$ cat src/ucb_pkg.sv
// ----------------------------------------------------------------------------
// ucb_pkg
// Shared constants and types for the UCB1 child select unit.
// ----------------------------------------------------------------------------
package ucb_pkg;

   localparam int MAX_CHILDREN = 256;
   localparam int SEEN_W       = $clog2(MAX_CHILDREN + 1);

   localparam int REWARD_W     = 32;
   localparam int VISITS_W     = 32;
   localparam int INDEX_W      = 8;
   localparam int SCORE_W      = 48;
   localparam int GAIN_W       = 24;
   localparam int TOTAL_W      = 32;

   localparam int CSR_INDEX_W  = 8;
   localparam int CSR_DATA_W   = 32;

   localparam logic [CSR_INDEX_W-1:0] REG_GAIN  = 8'd0;
   localparam logic [CSR_INDEX_W-1:0] REG_TOTAL = 8'd1;

   localparam logic [GAIN_W-1:0]  GAIN_RESET  = 24'd92682;
   localparam logic [TOTAL_W-1:0] TOTAL_RESET = 32'd1;

   // ln 2 in Q0.32
   localparam logic [31:0] LN2_Q32 = 32'd2977044472;

   localparam logic signed [SCORE_W-1:0] SCORE_MAX = 48'sh7FFF_FFFF_FFFF;

   typedef struct packed {
      logic start;
      logic ack;
   } score_ctl_type;

   typedef struct packed {
      logic idle;
      logic done;
   } score_sts_type;

endpackage

$ cat src/ucb_req_if.sv
// ----------------------------------------------------------------------------
// ucb_req_if
// Child transaction channel: reward sum, visit count and end-of-run mark.
// ----------------------------------------------------------------------------
interface ucb_req_if;
   logic                                valid;
   logic                                ready;
   logic signed [ucb_pkg::REWARD_W-1:0] child_reward;
   logic        [ucb_pkg::VISITS_W-1:0] child_visits;
   logic                                last_child;

   modport source (output valid, output child_reward, output child_visits,
                   output last_child, input ready);
   modport sink   (input valid, input child_reward, input child_visits,
                   input last_child, output ready);
endinterface

// ----------------------------------------------------------------------------
// ucb_rsp_if
// Result transaction channel: best child index, its score, overflow flag.
// ----------------------------------------------------------------------------
interface ucb_rsp_if;
   logic                               valid;
   logic                               ready;
   logic        [ucb_pkg::INDEX_W-1:0] best_index;
   logic signed [ucb_pkg::SCORE_W-1:0] best_score;
   logic                               run_overflow;

   modport source (output valid, output best_index, output best_score,
                   output run_overflow, input ready);
   modport sink   (input valid, input best_index, input best_score,
                   input run_overflow, output ready);
endinterface

$ cat src/ucb_score_unit.sv
// ----------------------------------------------------------------------------
// ucb_score_unit
// Sequenced UCB1 scorer: one multiplier and one subtractor shared by the
// log2 squarings, both restoring divisions and the integer square root.
// ----------------------------------------------------------------------------
module ucb_score_unit (
   input  logic                                clock,
   input  logic                                reset,
   input  ucb_pkg::score_ctl_type              ctl,
   output ucb_pkg::score_sts_type              sts,
   input  logic signed [ucb_pkg::REWARD_W-1:0] reward,
   input  logic        [ucb_pkg::VISITS_W-1:0] visits,
   input  logic        [ucb_pkg::GAIN_W-1:0]   gain,
   input  logic        [ucb_pkg::TOTAL_W-1:0]  total,
   input  logic                                ln_flush,
   output logic signed [ucb_pkg::SCORE_W-1:0]  score
);

   localparam logic [3:0] S_IDLE  = 4'd0;
   localparam logic [3:0] S_NORM  = 4'd1;
   localparam logic [3:0] S_SQR   = 4'd2;
   localparam logic [3:0] S_LNMUL = 4'd3;
   localparam logic [3:0] S_LOADR = 4'd4;
   localparam logic [3:0] S_DIVR  = 4'd5;
   localparam logic [3:0] S_SQRT  = 4'd6;
   localparam logic [3:0] S_EXPL  = 4'd7;
   localparam logic [3:0] S_DIVM  = 4'd8;
   localparam logic [3:0] S_SUM   = 4'd9;
   localparam logic [3:0] S_DONE  = 4'd10;

   logic [3:0]  state_ff, state_in;
   logic [5:0]  cnt_ff, cnt_in;
   logic [31:0] x_ff, x_in;
   logic [4:0]  k_ff, k_in;
   logic [20:0] log_ff, log_in;
   logic [20:0] ln_ff, ln_in;
   logic        ln_valid_ff, ln_valid_in;
   logic [36:0] dvd_ff, dvd_in;
   logic [31:0] rem_ff, rem_in;
   logic [37:0] v_ff, v_in;
   logic [36:0] res_ff, res_in;
   logic [36:0] bit_ff, bit_in;
   logic [27:0] explore_ff, explore_in;
   logic signed [ucb_pkg::SCORE_W-1:0] score_ff, score_in;
   logic [31:0] w_ff, w_in;
   logic [31:0] n_ff, n_in;

   logic [31:0] mul_a, mul_b;
   logic [63:0] prod;
   logic [37:0] sub_a, sub_b;
   logic [38:0] diff;
   logic        ge;
   logic [31:0] mag;
   logic [47:0] mean;

   // shared units
   assign prod = mul_a * mul_b;
   assign diff = {1'b0, sub_a} - {1'b0, sub_b};
   assign ge   = ~diff[38];
   assign mag  = w_ff[31] ? (~w_ff + 32'd1) : w_ff;
   assign mean = w_ff[31] ? (48'd0 - {16'd0, dvd_ff[31:0]}) : {16'd0, dvd_ff[31:0]};

   always_comb begin
      mul_a = x_ff;
      mul_b = x_ff;
      case (state_ff)
         S_LNMUL: begin
            mul_a = {11'd0, log_ff};
            mul_b = ucb_pkg::LN2_Q32;
         end
         S_EXPL: begin
            mul_a = {8'd0, gain};
            mul_b = {13'd0, res_ff[18:0]};
         end
         default: begin
            mul_a = x_ff;
            mul_b = x_ff;
         end
      endcase
   end

   always_comb begin
      if (state_ff == S_SQRT) begin
         sub_a = v_ff;
         sub_b = {1'b0, res_ff | bit_ff};
      end else begin
         sub_a = {5'd0, rem_ff, dvd_ff[36]};
         sub_b = {6'd0, n_ff};
      end
   end

   always_comb begin
      state_in    = state_ff;
      cnt_in      = cnt_ff;
      x_in        = x_ff;
      k_in        = k_ff;
      log_in      = log_ff;
      ln_in       = ln_ff;
      ln_valid_in = ln_valid_ff & ~ln_flush;
      dvd_in      = dvd_ff;
      rem_in      = rem_ff;
      v_in        = v_ff;
      res_in      = res_ff;
      bit_in      = bit_ff;
      explore_in  = explore_ff;
      score_in    = score_ff;
      w_in        = w_ff;
      n_in        = n_ff;
      case (state_ff)
         S_IDLE: begin
            if (ctl.start) begin
               w_in = reward;
               n_in = visits;
               if (visits == 32'd0) begin
                  score_in = ucb_pkg::SCORE_MAX;
                  state_in = S_DONE;
               end else if (ln_valid_ff) begin
                  state_in = S_LOADR;
               end else if (total <= 32'd1) begin
                  ln_in       = 21'd0;
                  ln_valid_in = 1'b1;
                  state_in    = S_LOADR;
               end else begin
                  x_in     = total;
                  k_in     = 5'd31;
                  state_in = S_NORM;
               end
            end
         end
         S_NORM: begin
            // one place per cycle until the top bit lands in bit 31
            if (x_ff[31]) begin
               log_in   = {k_ff, 16'd0};
               cnt_in   = 6'd15;
               state_in = S_SQR;
            end else begin
               x_in = {x_ff[30:0], 1'b0};
               k_in = k_ff - 5'd1;
            end
         end
         S_SQR: begin
            x_in = prod[63] ? prod[63:32] : prod[62:31];
            if (prod[63]) begin
               log_in[cnt_ff[3:0]] = 1'b1;
            end
            if (cnt_ff == 6'd0) begin
               state_in = S_LNMUL;
            end else begin
               cnt_in = cnt_ff - 6'd1;
            end
         end
         S_LNMUL: begin
            ln_in       = prod[52:32];
            ln_valid_in = 1'b1;
            state_in    = S_LOADR;
         end
         S_LOADR: begin
            dvd_in   = {ln_ff, 16'd0};
            rem_in   = 32'd0;
            cnt_in   = 6'd36;
            state_in = S_DIVR;
         end
         S_DIVR, S_DIVM: begin
            rem_in = ge ? diff[31:0] : sub_a[31:0];
            dvd_in = {dvd_ff[35:0], ge};
            if (cnt_ff == 6'd0) begin
               if (state_ff == S_DIVR) begin
                  v_in     = {1'b0, dvd_ff[35:0], ge};
                  res_in   = 37'd0;
                  bit_in   = 37'd1 << 36;
                  cnt_in   = 6'd18;
                  state_in = S_SQRT;
               end else begin
                  state_in = S_SUM;
               end
            end else begin
               cnt_in = cnt_ff - 6'd1;
            end
         end
         S_SQRT: begin
            // res and bit never overlap here, so OR stands for the add
            if (ge) begin
               v_in   = diff[37:0];
               res_in = (res_ff >> 1) | bit_ff;
            end else begin
               res_in = res_ff >> 1;
            end
            bit_in = bit_ff >> 2;
            if (cnt_ff == 6'd0) begin
               state_in = S_EXPL;
            end else begin
               cnt_in = cnt_ff - 6'd1;
            end
         end
         S_EXPL: begin
            explore_in = prod[43:16];
            dvd_in     = {5'd0, mag};
            rem_in     = 32'd0;
            cnt_in     = 6'd36;
            state_in   = S_DIVM;
         end
         S_SUM: begin
            score_in = $signed(mean + {20'd0, explore_ff});
            state_in = S_DONE;
         end
         S_DONE: begin
            if (ctl.ack) begin
               state_in = S_IDLE;
            end
         end
         default: begin
            state_in = S_IDLE;
         end
      endcase
   end

   always_ff @(posedge clock) begin
      if (reset) begin
         state_ff    <= S_IDLE;
         ln_valid_ff <= 1'b0;
      end else begin
         state_ff    <= state_in;
         ln_valid_ff <= ln_valid_in;
      end
      cnt_ff     <= cnt_in;
      x_ff       <= x_in;
      k_ff       <= k_in;
      log_ff     <= log_in;
      ln_ff      <= ln_in;
      dvd_ff     <= dvd_in;
      rem_ff     <= rem_in;
      v_ff       <= v_in;
      res_ff     <= res_in;
      bit_ff     <= bit_in;
      explore_ff <= explore_in;
      score_ff   <= score_in;
      w_ff       <= w_in;
      n_ff       <= n_in;
   end

   assign sts.idle = (state_ff == S_IDLE);
   assign sts.done = (state_ff == S_DONE);
   assign score    = score_ff;

endmodule

$ cat src/ucb1_child_select_unit.sv
// ----------------------------------------------------------------------------
// ucb1_child_select_unit
// UCB1 child selection: scores streamed children, reports the best per run.
// ----------------------------------------------------------------------------
// Each child transaction is scored on one shared multiplier/subtractor under
// a sequencer, and the block is not ready until the score is folded into the
// running best. A child with visits goes through two 37-step restoring
// divisions and a 19-step square root; a child with zero visits, or one
// arriving on an overflowed run, needs neither. After reset or a
// total_visits write, the first child with visits also pays for ln(T) when
// T exceeds one: normalising shifts, 16 squarings and one multiply. A result
// waits in its own register, so scoring of the next child proceeds while it
// is held; only the end of the following run waits for that result to be
// taken.
module ucb1_child_select_unit (
   input  logic                                 clock,
   input  logic                                 reset,
   ucb_req_if.sink                              req_ch,
   ucb_rsp_if.source                            rsp_ch,
   input  logic                                 csr_write_enable,
   input  logic [ucb_pkg::CSR_INDEX_W-1:0]      csr_index,
   input  logic [ucb_pkg::CSR_DATA_W-1:0]       csr_write_data
);

   logic [ucb_pkg::GAIN_W-1:0]  gain_ff;
   logic [ucb_pkg::TOTAL_W-1:0] total_ff;

   logic                        busy_ff, busy_in;
   logic                        last_ff, skip_ff;
   logic signed [ucb_pkg::SCORE_W-1:0] best_ff, best_in;
   logic [ucb_pkg::INDEX_W-1:0] idx_ff, idx_in;
   logic [ucb_pkg::SEEN_W-1:0]  seen_ff, seen_in;
   logic                        ovf_ff, ovf_in;

   logic                        rsp_valid_ff;
   logic [ucb_pkg::INDEX_W-1:0] rsp_idx_ff;
   logic signed [ucb_pkg::SCORE_W-1:0] rsp_score_ff;
   logic                        rsp_ovf_ff;

   ucb_pkg::score_ctl_type      ctl;
   ucb_pkg::score_sts_type      sts;
   logic signed [ucb_pkg::SCORE_W-1:0] score;
   logic                        accept, full, commit, ln_flush;

   assign accept   = req_ch.valid & req_ch.ready;
   assign full     = (seen_ff == ucb_pkg::SEEN_W'(ucb_pkg::MAX_CHILDREN));
   assign commit   = busy_ff & (skip_ff | sts.done)
                     & (~last_ff | ~rsp_valid_ff | rsp_ch.ready);
   assign ln_flush = csr_write_enable & (csr_index == ucb_pkg::REG_TOTAL);

   assign ctl.start = accept & ~full;
   assign ctl.ack   = commit & ~skip_ff;

   assign req_ch.ready = ~busy_ff & sts.idle;

   ucb_score_unit u_score (
      .clock    (clock),
      .reset    (reset),
      .ctl      (ctl),
      .sts      (sts),
      .reward   (req_ch.child_reward),
      .visits   (req_ch.child_visits),
      .gain     (gain_ff),
      .total    (total_ff),
      .ln_flush (ln_flush),
      .score    (score)
   );

   always_comb begin
      busy_in = busy_ff;
      best_in = best_ff;
      idx_in  = idx_ff;
      seen_in = seen_ff;
      ovf_in  = ovf_ff;
      if (accept) begin
         busy_in = 1'b1;
      end
      if (commit) begin
         busy_in = 1'b0;
         if (skip_ff) begin
            ovf_in = 1'b1;
         end else begin
            // strict compare keeps the earlier child on a tie
            if (seen_ff == '0 || score > best_ff) begin
               best_in = score;
               idx_in  = seen_ff[ucb_pkg::INDEX_W-1:0];
            end
            seen_in = seen_ff + 1'b1;
         end
      end
   end

   always_ff @(posedge clock) begin
      if (reset) begin
         gain_ff      <= ucb_pkg::GAIN_RESET;
         total_ff     <= ucb_pkg::TOTAL_RESET;
         busy_ff      <= 1'b0;
         best_ff      <= '0;
         idx_ff       <= '0;
         seen_ff      <= '0;
         ovf_ff       <= 1'b0;
         rsp_valid_ff <= 1'b0;
      end else begin
         if (csr_write_enable && csr_index == ucb_pkg::REG_GAIN) begin
            gain_ff <= csr_write_data[ucb_pkg::GAIN_W-1:0];
         end
         if (ln_flush) begin
            total_ff <= csr_write_data[ucb_pkg::TOTAL_W-1:0];
         end
         busy_ff <= busy_in;
         if (commit && last_ff) begin
            best_ff      <= '0;
            idx_ff       <= '0;
            seen_ff      <= '0;
            ovf_ff       <= 1'b0;
            rsp_valid_ff <= 1'b1;
         end else begin
            best_ff <= best_in;
            idx_ff  <= idx_in;
            seen_ff <= seen_in;
            ovf_ff  <= ovf_in;
            if (rsp_ch.ready) begin
               rsp_valid_ff <= 1'b0;
            end
         end
      end
      if (accept) begin
         last_ff <= req_ch.last_child;
         skip_ff <= full;
      end
      if (commit && last_ff) begin
         rsp_idx_ff   <= idx_in;
         rsp_score_ff <= best_in;
         rsp_ovf_ff   <= ovf_in;
      end
   end

   assign rsp_ch.valid        = rsp_valid_ff;
   assign rsp_ch.best_index   = rsp_idx_ff;
   assign rsp_ch.best_score   = rsp_score_ff;
   assign rsp_ch.run_overflow = rsp_ovf_ff;

`ifndef SYNTHESIS
   a_seen_bound: assert property (@(posedge clock) disable iff (reset)
      seen_ff <= ucb_pkg::SEEN_W'(ucb_pkg::MAX_CHILDREN))
      else $error("children count beyond limit");

   a_accept_busy: assert property (@(posedge clock) disable iff (reset)
      accept |=> busy_ff)
      else $error("accepted child not in flight");

   a_done_busy: assert property (@(posedge clock) disable iff (reset)
      sts.done |-> busy_ff)
      else $error("score finished with no child in flight");

   a_last_emits: assert property (@(posedge clock) disable iff (reset)
      commit && last_ff |=> rsp_valid_ff && seen_ff == '0)
      else $error("end of run did not emit a result");
`endif

endmodule
$ cat src/flat_wrapper.sv
// flat-port wrapper written by rule: the top's interface ports become plain ports
module ucb1_child_select_unit_flat 
  (clock, reset, csr_write_enable, csr_index, csr_write_data, req_ch_valid, req_ch_child_reward, req_ch_child_visits, req_ch_last_child, req_ch_ready, rsp_ch_valid, rsp_ch_best_index, rsp_ch_best_score, rsp_ch_run_overflow, rsp_ch_ready);
  ucb_req_if req_ch_i ();
  ucb_rsp_if rsp_ch_i ();
  input  logic clock;
  input  logic reset;
  input  logic csr_write_enable;
  input  logic [ucb_pkg::CSR_INDEX_W-1:0] csr_index;
  input  logic [ucb_pkg::CSR_DATA_W-1:0] csr_write_data;
  input wire logic [$bits(req_ch_i.valid)-1:0] req_ch_valid;
  input wire logic [$bits(req_ch_i.child_reward)-1:0] req_ch_child_reward;
  input wire logic [$bits(req_ch_i.child_visits)-1:0] req_ch_child_visits;
  input wire logic [$bits(req_ch_i.last_child)-1:0] req_ch_last_child;
  output wire logic [$bits(req_ch_i.ready)-1:0] req_ch_ready;
  output wire logic [$bits(rsp_ch_i.valid)-1:0] rsp_ch_valid;
  output wire logic [$bits(rsp_ch_i.best_index)-1:0] rsp_ch_best_index;
  output wire logic [$bits(rsp_ch_i.best_score)-1:0] rsp_ch_best_score;
  output wire logic [$bits(rsp_ch_i.run_overflow)-1:0] rsp_ch_run_overflow;
  input wire logic [$bits(rsp_ch_i.ready)-1:0] rsp_ch_ready;
  assign req_ch_i.valid = req_ch_valid;
  assign req_ch_i.child_reward = req_ch_child_reward;
  assign req_ch_i.child_visits = req_ch_child_visits;
  assign req_ch_i.last_child = req_ch_last_child;
  assign req_ch_ready = req_ch_i.ready;
  assign rsp_ch_valid = rsp_ch_i.valid;
  assign rsp_ch_best_index = rsp_ch_i.best_index;
  assign rsp_ch_best_score = rsp_ch_i.best_score;
  assign rsp_ch_run_overflow = rsp_ch_i.run_overflow;
  assign rsp_ch_i.ready = rsp_ch_ready;
  ucb1_child_select_unit u_core (.clock(clock), .reset(reset), .req_ch(req_ch_i), .rsp_ch(rsp_ch_i), .csr_write_enable(csr_write_enable), .csr_index(csr_index), .csr_write_data(csr_write_data));
endmodule
$ cat config.mk
export PLATFORM = sky130hd
export DESIGN_NAME = ucb1_child_select_unit_flat
export DESIGN_NICKNAME = d
export VERILOG_FILES = /design/src/ucb_pkg.sv /design/src/ucb_req_if.sv /design/src/ucb_score_unit.sv /design/src/ucb1_child_select_unit.sv /design/src/flat_wrapper.sv
export SDC_FILE = /design/constraint.sdc
export NUM_CORES = 2
export LEC_CHECK = 0
export BUFFER_PORTS_ARGS = -buffer_cell sky130_fd_sc_hd__buf_2
export CAP_MARGIN = 30
export CORE_UTILIZATION = 25
export DETAILED_ROUTE_END_ITERATION = 8
export PLACE_DENSITY_LB_ADDON = 0.25
export REMOVE_ABC_BUFFERS = 1
export SYNTH_ARGS = -nofsm -noshare
export SYNTH_HDL_FRONTEND = slang
export SYNTH_SLANG_ARGS = --single-unit
$ cat constraint.sdc
create_clock -name clock -period 9.8 [get_ports clock]
set_input_delay 0.49 -clock clock [delete_from_list [all_inputs] [get_ports clock]]
set_output_delay 0.49 -clock clock [all_outputs]
set_load 0.1 [all_outputs]
# Yosys cells after proc, flatten, opt, wreduce, memory -nomap -nowiden
# Index checks and enable logic that the tools add are counted.
# W data, S select, Z words.
[totals]
register_bits = 594
latch_bits = 0
mem_bits_rw = 0
romBits = 0
input_bits = 110
out_inout_bits = 59
wordCells = 206
n_memories = 0
[op_classes]
n_addsub = 7
multipliers = 1
div = 0
magnitude_cmp = 4
eq_ne = 29
shift = 0
muxes = 77
bitwise_logic = 22
n_reduce_logical = 36
[op_table]
columns = ["operator", "n"]
rows = [
  ["$mux W48", 6],
  ["$mux W32", 8],
  ["$mux W37", 6],
  ["$pmux W32 S2", 3],
  ["$mux W38", 4],
  ["$pmux W37 S2", 2],
  ["$mux W21", 6],
  ["$pmux W37 S3", 1],
  ["$pmux W32 S3", 1],
  ["$pmux W48 S2", 1],
  ["$pmux W21 S2", 2],
  ["$pmux W38 S2", 1],
  ["$mul A32 B32 Y64", 1],
  ["$add A48 B28 Y48", 1],
  ["$gt A48 B48 Y1", 1],
  ["$pmux W4 S10", 1],
  ["$sub A38 B38 Y39", 1],
  ["$or A36 B37 Y37", 1],
  ["$or A37 B37 Y37", 1],
  ["$sub A1 B32 Y33 const A", 1],
  ["$add A32 B1 Y32 const B", 1],
  ["$le A32 B1 Y1 const B", 1],
  ["$logic_not A32 Y1", 1],
  ["$mux W4", 8],
  ["43 further kinds", 116],
]

# Longest topological paths before layout
[depth]
word_depth = 9
ltp_mapped = 38
depth_no_buf = 33

# Hierarchy
# Synthesis repeated with hierarchy kept, for this count alone.
[hier_totals]
hier_cells = 6523
area_unflattened_um2 = 61550.3
[by_module_without_submodules]
columns = ["module", "n_inst", "cells_each", "area_each_um2", "seq_area_each_um2"]
rows = [
  ["ucb_score_unit", 1, 5662, 53633.9, 11751.3],
  ["ucb1_child_select_unit", 1, 861, 7916.3, 4254.1],
]

# Worst setup path after synthesis
# OpenSTA, ideal clock, no wires.
[synth_timing]
path_kind = "register to register"
start = "reg u_core.u_score.state_ff[2]"
end = "reg u_core.u_score.log_ff[0], enable pin"
setup_time_ns = 0.375
arrival_ns = 8.850
required_time_ns = 9.425
slack_ns = 0.576
stages_incl_launch_ff = 34
n_path_buf = 5
period_less_slack_ns = 9.224
cell_sequence = "dfxtp_1 > buf_4 > inv_2 > nor2_4 > nand3_2 > inv_2 > clkbuf_1 > nand2_1 > nand2_1 > clkbuf_1 > nand2_1 > fa_1 > fa_1 > fa_1 > fa_1 > inv_1 > fa_1 > fa_1 > fa_1 > inv_1 > fa_1 > inv_1 > ha_1 > clkbuf_1 > a21oi_1 > o21ai_0 > a21oi_1 > o21ai_0 > o31ai_4 > o21ai_2 > xnor2_2 > nand2_1 > clkbuf_1 > nand2b_1"
[synth_via]
elab_chain_len = 5
[synth_rtl]
columns = ["item", "line_no", "rtl"]
rows = [
  ["from (decl)", "ucb_score_unit.sv:31", "logic [3:0] state_ff, state_in;"],
  ["from (signal assigned)", "ucb_score_unit.sv:222", "state_ff <= state_in;"],
  ["$eq A4 B3 Y1 / $eq A4 B2 Y1 (equally long branches)", "ucb_score_unit.sv:66", "case (state_ff)"],
  ["$pmux W32 S2", "ucb_score_unit.sv:66", ""],
  ["$mul A32 B32 Y64", "ucb_score_unit.sv:57", "assign prod = mul_a * mul_b;"],
  ["$ne A2 B2 Y1 (no source line)", "-", ""],
  ["$reduce_and A3 Y1 (no source line) *", "-", ""],
  ["to (signal assigned)", "ucb_score_unit.sv:228", "log_ff <= log_in;"],
  ["to (decl)", "ucb_score_unit.sv:35", "logic [20:0] log_ff, log_in;"],
]
# Every way passes the cells marked *; elsewhere a longest branch is shown, timed or not.
# A chain may end at the register's enable or synchronous reset.

# Worst setup path in the final report
[layout_timing]
start = "reg u_core.u_score.state_ff[0]"
end = "reg u_core.u_score.x_ff[6] (data pin)"
[layout_via]
elab_chain_len = 5
[layout_rtl]
columns = ["item", "line_no", "rtl"]
rows = [
  ["$eq A4 B3 Y1 / $eq A4 B2 Y1 (equally long branches)", "ucb_score_unit.sv:66", ""],
  ["$pmux W32 S2", "ucb_score_unit.sv:66", ""],
  ["$mul A32 B32 Y64", "ucb_score_unit.sv:57", ""],
  ["$mux W32", "ucb_score_unit.sv:142", "x_in = prod[63] ? prod[63:32] : prod[62:31];"],
  ["$pmux W32 S3 *", "ucb_score_unit.sv:109", "case (state_ff)"],
  ["named net u_core.u_score.x_in[6]", "ucb_score_unit.sv:33", "logic [31:0] x_ff, x_in;"],
  ["to (signal assigned)", "ucb_score_unit.sv:226", "x_ff <= x_in;"],
  ["to (decl)", "ucb_score_unit.sv:33", ""],
]
# Mark *: on every way through the listed nets, which the timed path passes. The rest lies on a longest branch.

==> results.md <==
- Vias after detailed routing: 47,340
- Kind of cell with the highest combined delay on the critical path: adder cells
- I/O pin count: 169
- Final number of hold-violating endpoints: 0
- Clock tree from TritonCTS: done
- Overflow left after global routing: 0
- Final count of negative-setup-slack endpoints: 0
- Cell repeated most along the worst path: fa_1
- Wire length of the first global-routing pass: 342.1 mm
- Final Max Slew Viols: 0
- Antenna violation net count after detailed routing: 0
- Adder-cell share of the synthesized area: 0.3688
- Crit-path max cell delay: 0.67 ns
- Req. time, crit path: 10.19 ns
- Routed wl met3: 14.55 mm
- Area fraction in and, or, nand and nor cells after synthesis: 0.1465
- Setup crit start: u_core.u_score.state_ff[0]
- Drt first pass iters: 6
- Min cycle time layout: 9.565 ns
- Worst flop-to-flop path startpoint: u_core.u_score.state_ff[0]
- RSZ-0062 raised after global routing: false
- Cell with the largest stage delay on the worst path: fa_1
- Critical Path End Type: register
- Share of the cycle needed by the critical path after routing: 0.9761
- Worst slew margin: 0.3566
- Via count of the first global-routing pass: 49,320
- Setup slack of the most critical reg-to-reg path: 0.23 ns
- Clock transition time at the flip-flop clock pins of the worst setup and hold paths: 0.06 ns
- Final worst hold slack: 0.04249 ns
- Multiplexer share of the synthesized area: 0.02303
- Dominant combinational cell family by area after synthesis: adder cells
- Total detailed-routing wirelength: 233.7 mm
- Die Y: 498.4 µm
- Post-Synth XOR/XNOR Area: 0.02429
- Highest fanout seen on the critical path: 41
- Vias per cell: 4.744
- Flop and latch count out of synthesis: 576
- Number of enable flip-flop cells after synthesis: 447
- Floorplan row count: 181
- Share of synthesized registers carrying an async set or reset: 0
- Transition at the pin with the smallest max-transition slack: 0.9651 ns
- Met1 layer wirelength in the final routing: 101.0 mm
- Area of all sequential standard cells: 16,010 µm²
- Top layer in use: met5
- Standard cell core area: 244,100 µm²
- Leading cell type in the layout, fill and taps excluded: inv_1
- Setup Total Neg Slack: 0 ns
- Proportion of layout cells with a drive suffix above 1: 0.1070
- WP depth: 33
- Mapped cell area: 61,600 µm²
- Cell count after synthesis: 6,477
- Number of distinct library cell variants in the gate-level netlist after synthesis: 98
- Starting Density: 0.2523
- R2R Path End: u_core.u_score.x_ff[6]
- Length of routed met2 wiring: 108.7 mm
- Post-synth top flop: edfxtp_1
- Area of the die: 248,400 µm²
- Final clock skew: 0.04198 ns
- Fill count: 25,840
- Floorplan die width: 498.4 µm
- Worst min-delay path class: in -> reg
- Depth of the CTS H-tree: 3
- Class of the most critical setup path: reg -> reg
- Area delta synth->final: 14.41%
- Number of nets in the finished design: 8,108
- Number of cells traversed by the worst register-to-register path: 33
- Capture point of the critical path: u_core.u_score.x_ff[6]
- Antenna violations before repair: 13
- Number of buffers inserted by port buffering: 168
- DRC violations left: 0
- Global router's overall resource usage: 0.1870
- Average wire per standard cell: 23.42 µm
- Largest net degree at the start of global routing: 73
- Compound-Gate Fraction of Synth Area: 0.09120
- Worst skew pair latency: 0.67 ns
- Run status: completed
- Yosys warns: 0
- HPWL after detailed placement: 187.9 mm
- Highest clock rate: 104.5 MHz
- Startpoint Class: register
- Max capacitance violation total: 0
- Multi-input logic area: 40,550 µm²
- Root buffer cell: clkbuf_16
- Initial DRC Count: 3,630
- Average footprint of a synthesized cell: 9.510 µm²
- CTS sink cnt: 576
- CTS buffer count: 68
- RD Place Congestion: 0.9206
- Arr. time, crit path: 9.96 ns
- CTS Buffer Depth: 3
- Sum of buffers and inverters on the critical path: 11
- Most used cells in the layout excluding fill and tap cells: inv_1, fa_1, nand2_1
- Sequential element share of the synthesized area: 0.2598
-- flip-flops by register name, indices dropped and copies added (netlist names), 4 cells and up --
name and flops:
u_core.best_ff 48, u_core.gain_ff 24, u_core.idx_ff 8, u_core.rsp_ch.best_index 8
u_core.rsp_ch.best_score 48, u_core.seen_ff 9, u_core.total_ff 32, u_core.u_score.bit_ff 19
u_core.u_score.cnt_ff 6, u_core.u_score.dvd_ff 37, u_core.u_score.explore_ff 28, u_core.u_score.k_ff 5
u_core.u_score.ln_ff 21, u_core.u_score.log_ff 21, u_core.u_score.n_ff 32, u_core.u_score.rem_ff 32
u_core.u_score.res_ff 37, u_core.u_score.score 48, u_core.u_score.state_ff 4, u_core.u_score.v_ff 38
u_core.u_score.w_ff 32, u_core.u_score.x_ff 32
-- worst min path at each step --
| stage | cells after the start | startpoint | slack [ns] | end |
|---|---|---|---|---|
| final | 1 | req_ch_child_visits[23] | 0.04 | u_core.u_score.n_ff[23] |
| after detailed placement | 2 | u_core.gain_ff[8] | 0.45 | u_core.gain_ff[8] |
| after global placement | 2 | u_core.gain_ff[4] | 0.44 | u_core.gain_ff[4] |
| after CTS | 1 | req_ch_child_visits[23] | 0.004 | u_core.u_score.n_ff[23] |
| after global routing | 1 | req_ch_child_visits[17] | 0.03 | u_core.u_score.n_ff[17] |
| after floorplan | 2 | u_core.gain_ff[0] | 0.43 | u_core.gain_ff[0] |
-- metrics by stage --
stage | setup WS, ns | instances | area, µm² | util
finish | 0.2347 | 9980 | 70470 | 0.2887
global route | 0.01733 | 9978 | 70470 | 0.2887
CTS | 0.02097 | 9976 | 70370 | 0.2883
detailed placement | 0.09232 | 9828 | 67910 | 0.2782
global placement | 0.1009 | 9823 | 67840 | 0.2779
floorplan | -4.152 | 6158 | 60360 | -
-- layout make-up --
cell class,count,area share
Sequential cell,576,0.2271
Timing Repair Buffer,492,0.05079
Antenna cell,2,0.00007102
Multi-Input combinational cell,4494,0.5754
Tap cell,3202,0.05685
Clock buffer,88,0.02578
Clock inverter,38,0.006001
Inverter,1088,0.05800
-- per-layer routing --
metal,up-vias,GRT usage
li1,21230,-
met1,24220,0.2487
met2,1584,0.3070
met3,305,0.02672
met4,4,0.06902
met5,-,0
-- repair_timing --
item / in CTS / in global routing
buffers inserted: 0 / 2
endpoints found under the setup margin: 0 / 51
hold buffers: 22 / 0
resized for setup: 0 / 18
hold endpoints to repair: 22 / 0
-- cells by family (layout without fill, tap and decap cells) --
logic type / count (synthesis) / after routing
multiplexers: 131 / 131
XOR/XNOR: 170 / 170
AO/OA/AOI/OAI: 861 / 861
adder cells (fa/ha/maj): 1278 / 1278
AND/OR/NAND/NOR: 2054 / 2054
other: 0 / 2
flip-flops: 576 / 576
buffers and inverters: 1407 / 1706
-- cell usage after synthesis, types with 33 or more instances --
cell,number,share of area
inv_1,1083,0.066
fa_1,896,0.29
nand2_1,817,0.050
nor2_1,730,0.044
edfxtp_1,447,0.22
ha_1,382,0.078
clkbuf_1,291,0.018
a21oi_1,235,0.019
o21ai_0,171,0.014
dfxtp_1,129,0.042
a21o_1,100,0.012
xnor2_1,96,0.014
and3_1,95,0.0096
nor2b_1,75,0.0076
xor2_1,73,0.010
and2_1,70,0.0071
mux2i_1,54,0.0088
o21a_1,53,0.0065
mux2_1,42,0.0077
nand4_1,40,0.0041
mux2_2,34,0.0062
or3_1,34,0.0035
nand2b_1,33,0.0034
nand3_1,33,0.0027
Power is left out: the tool's default activity adds up to more than one toggle a clock period on the data nets, which glitch-free logic cannot reach.
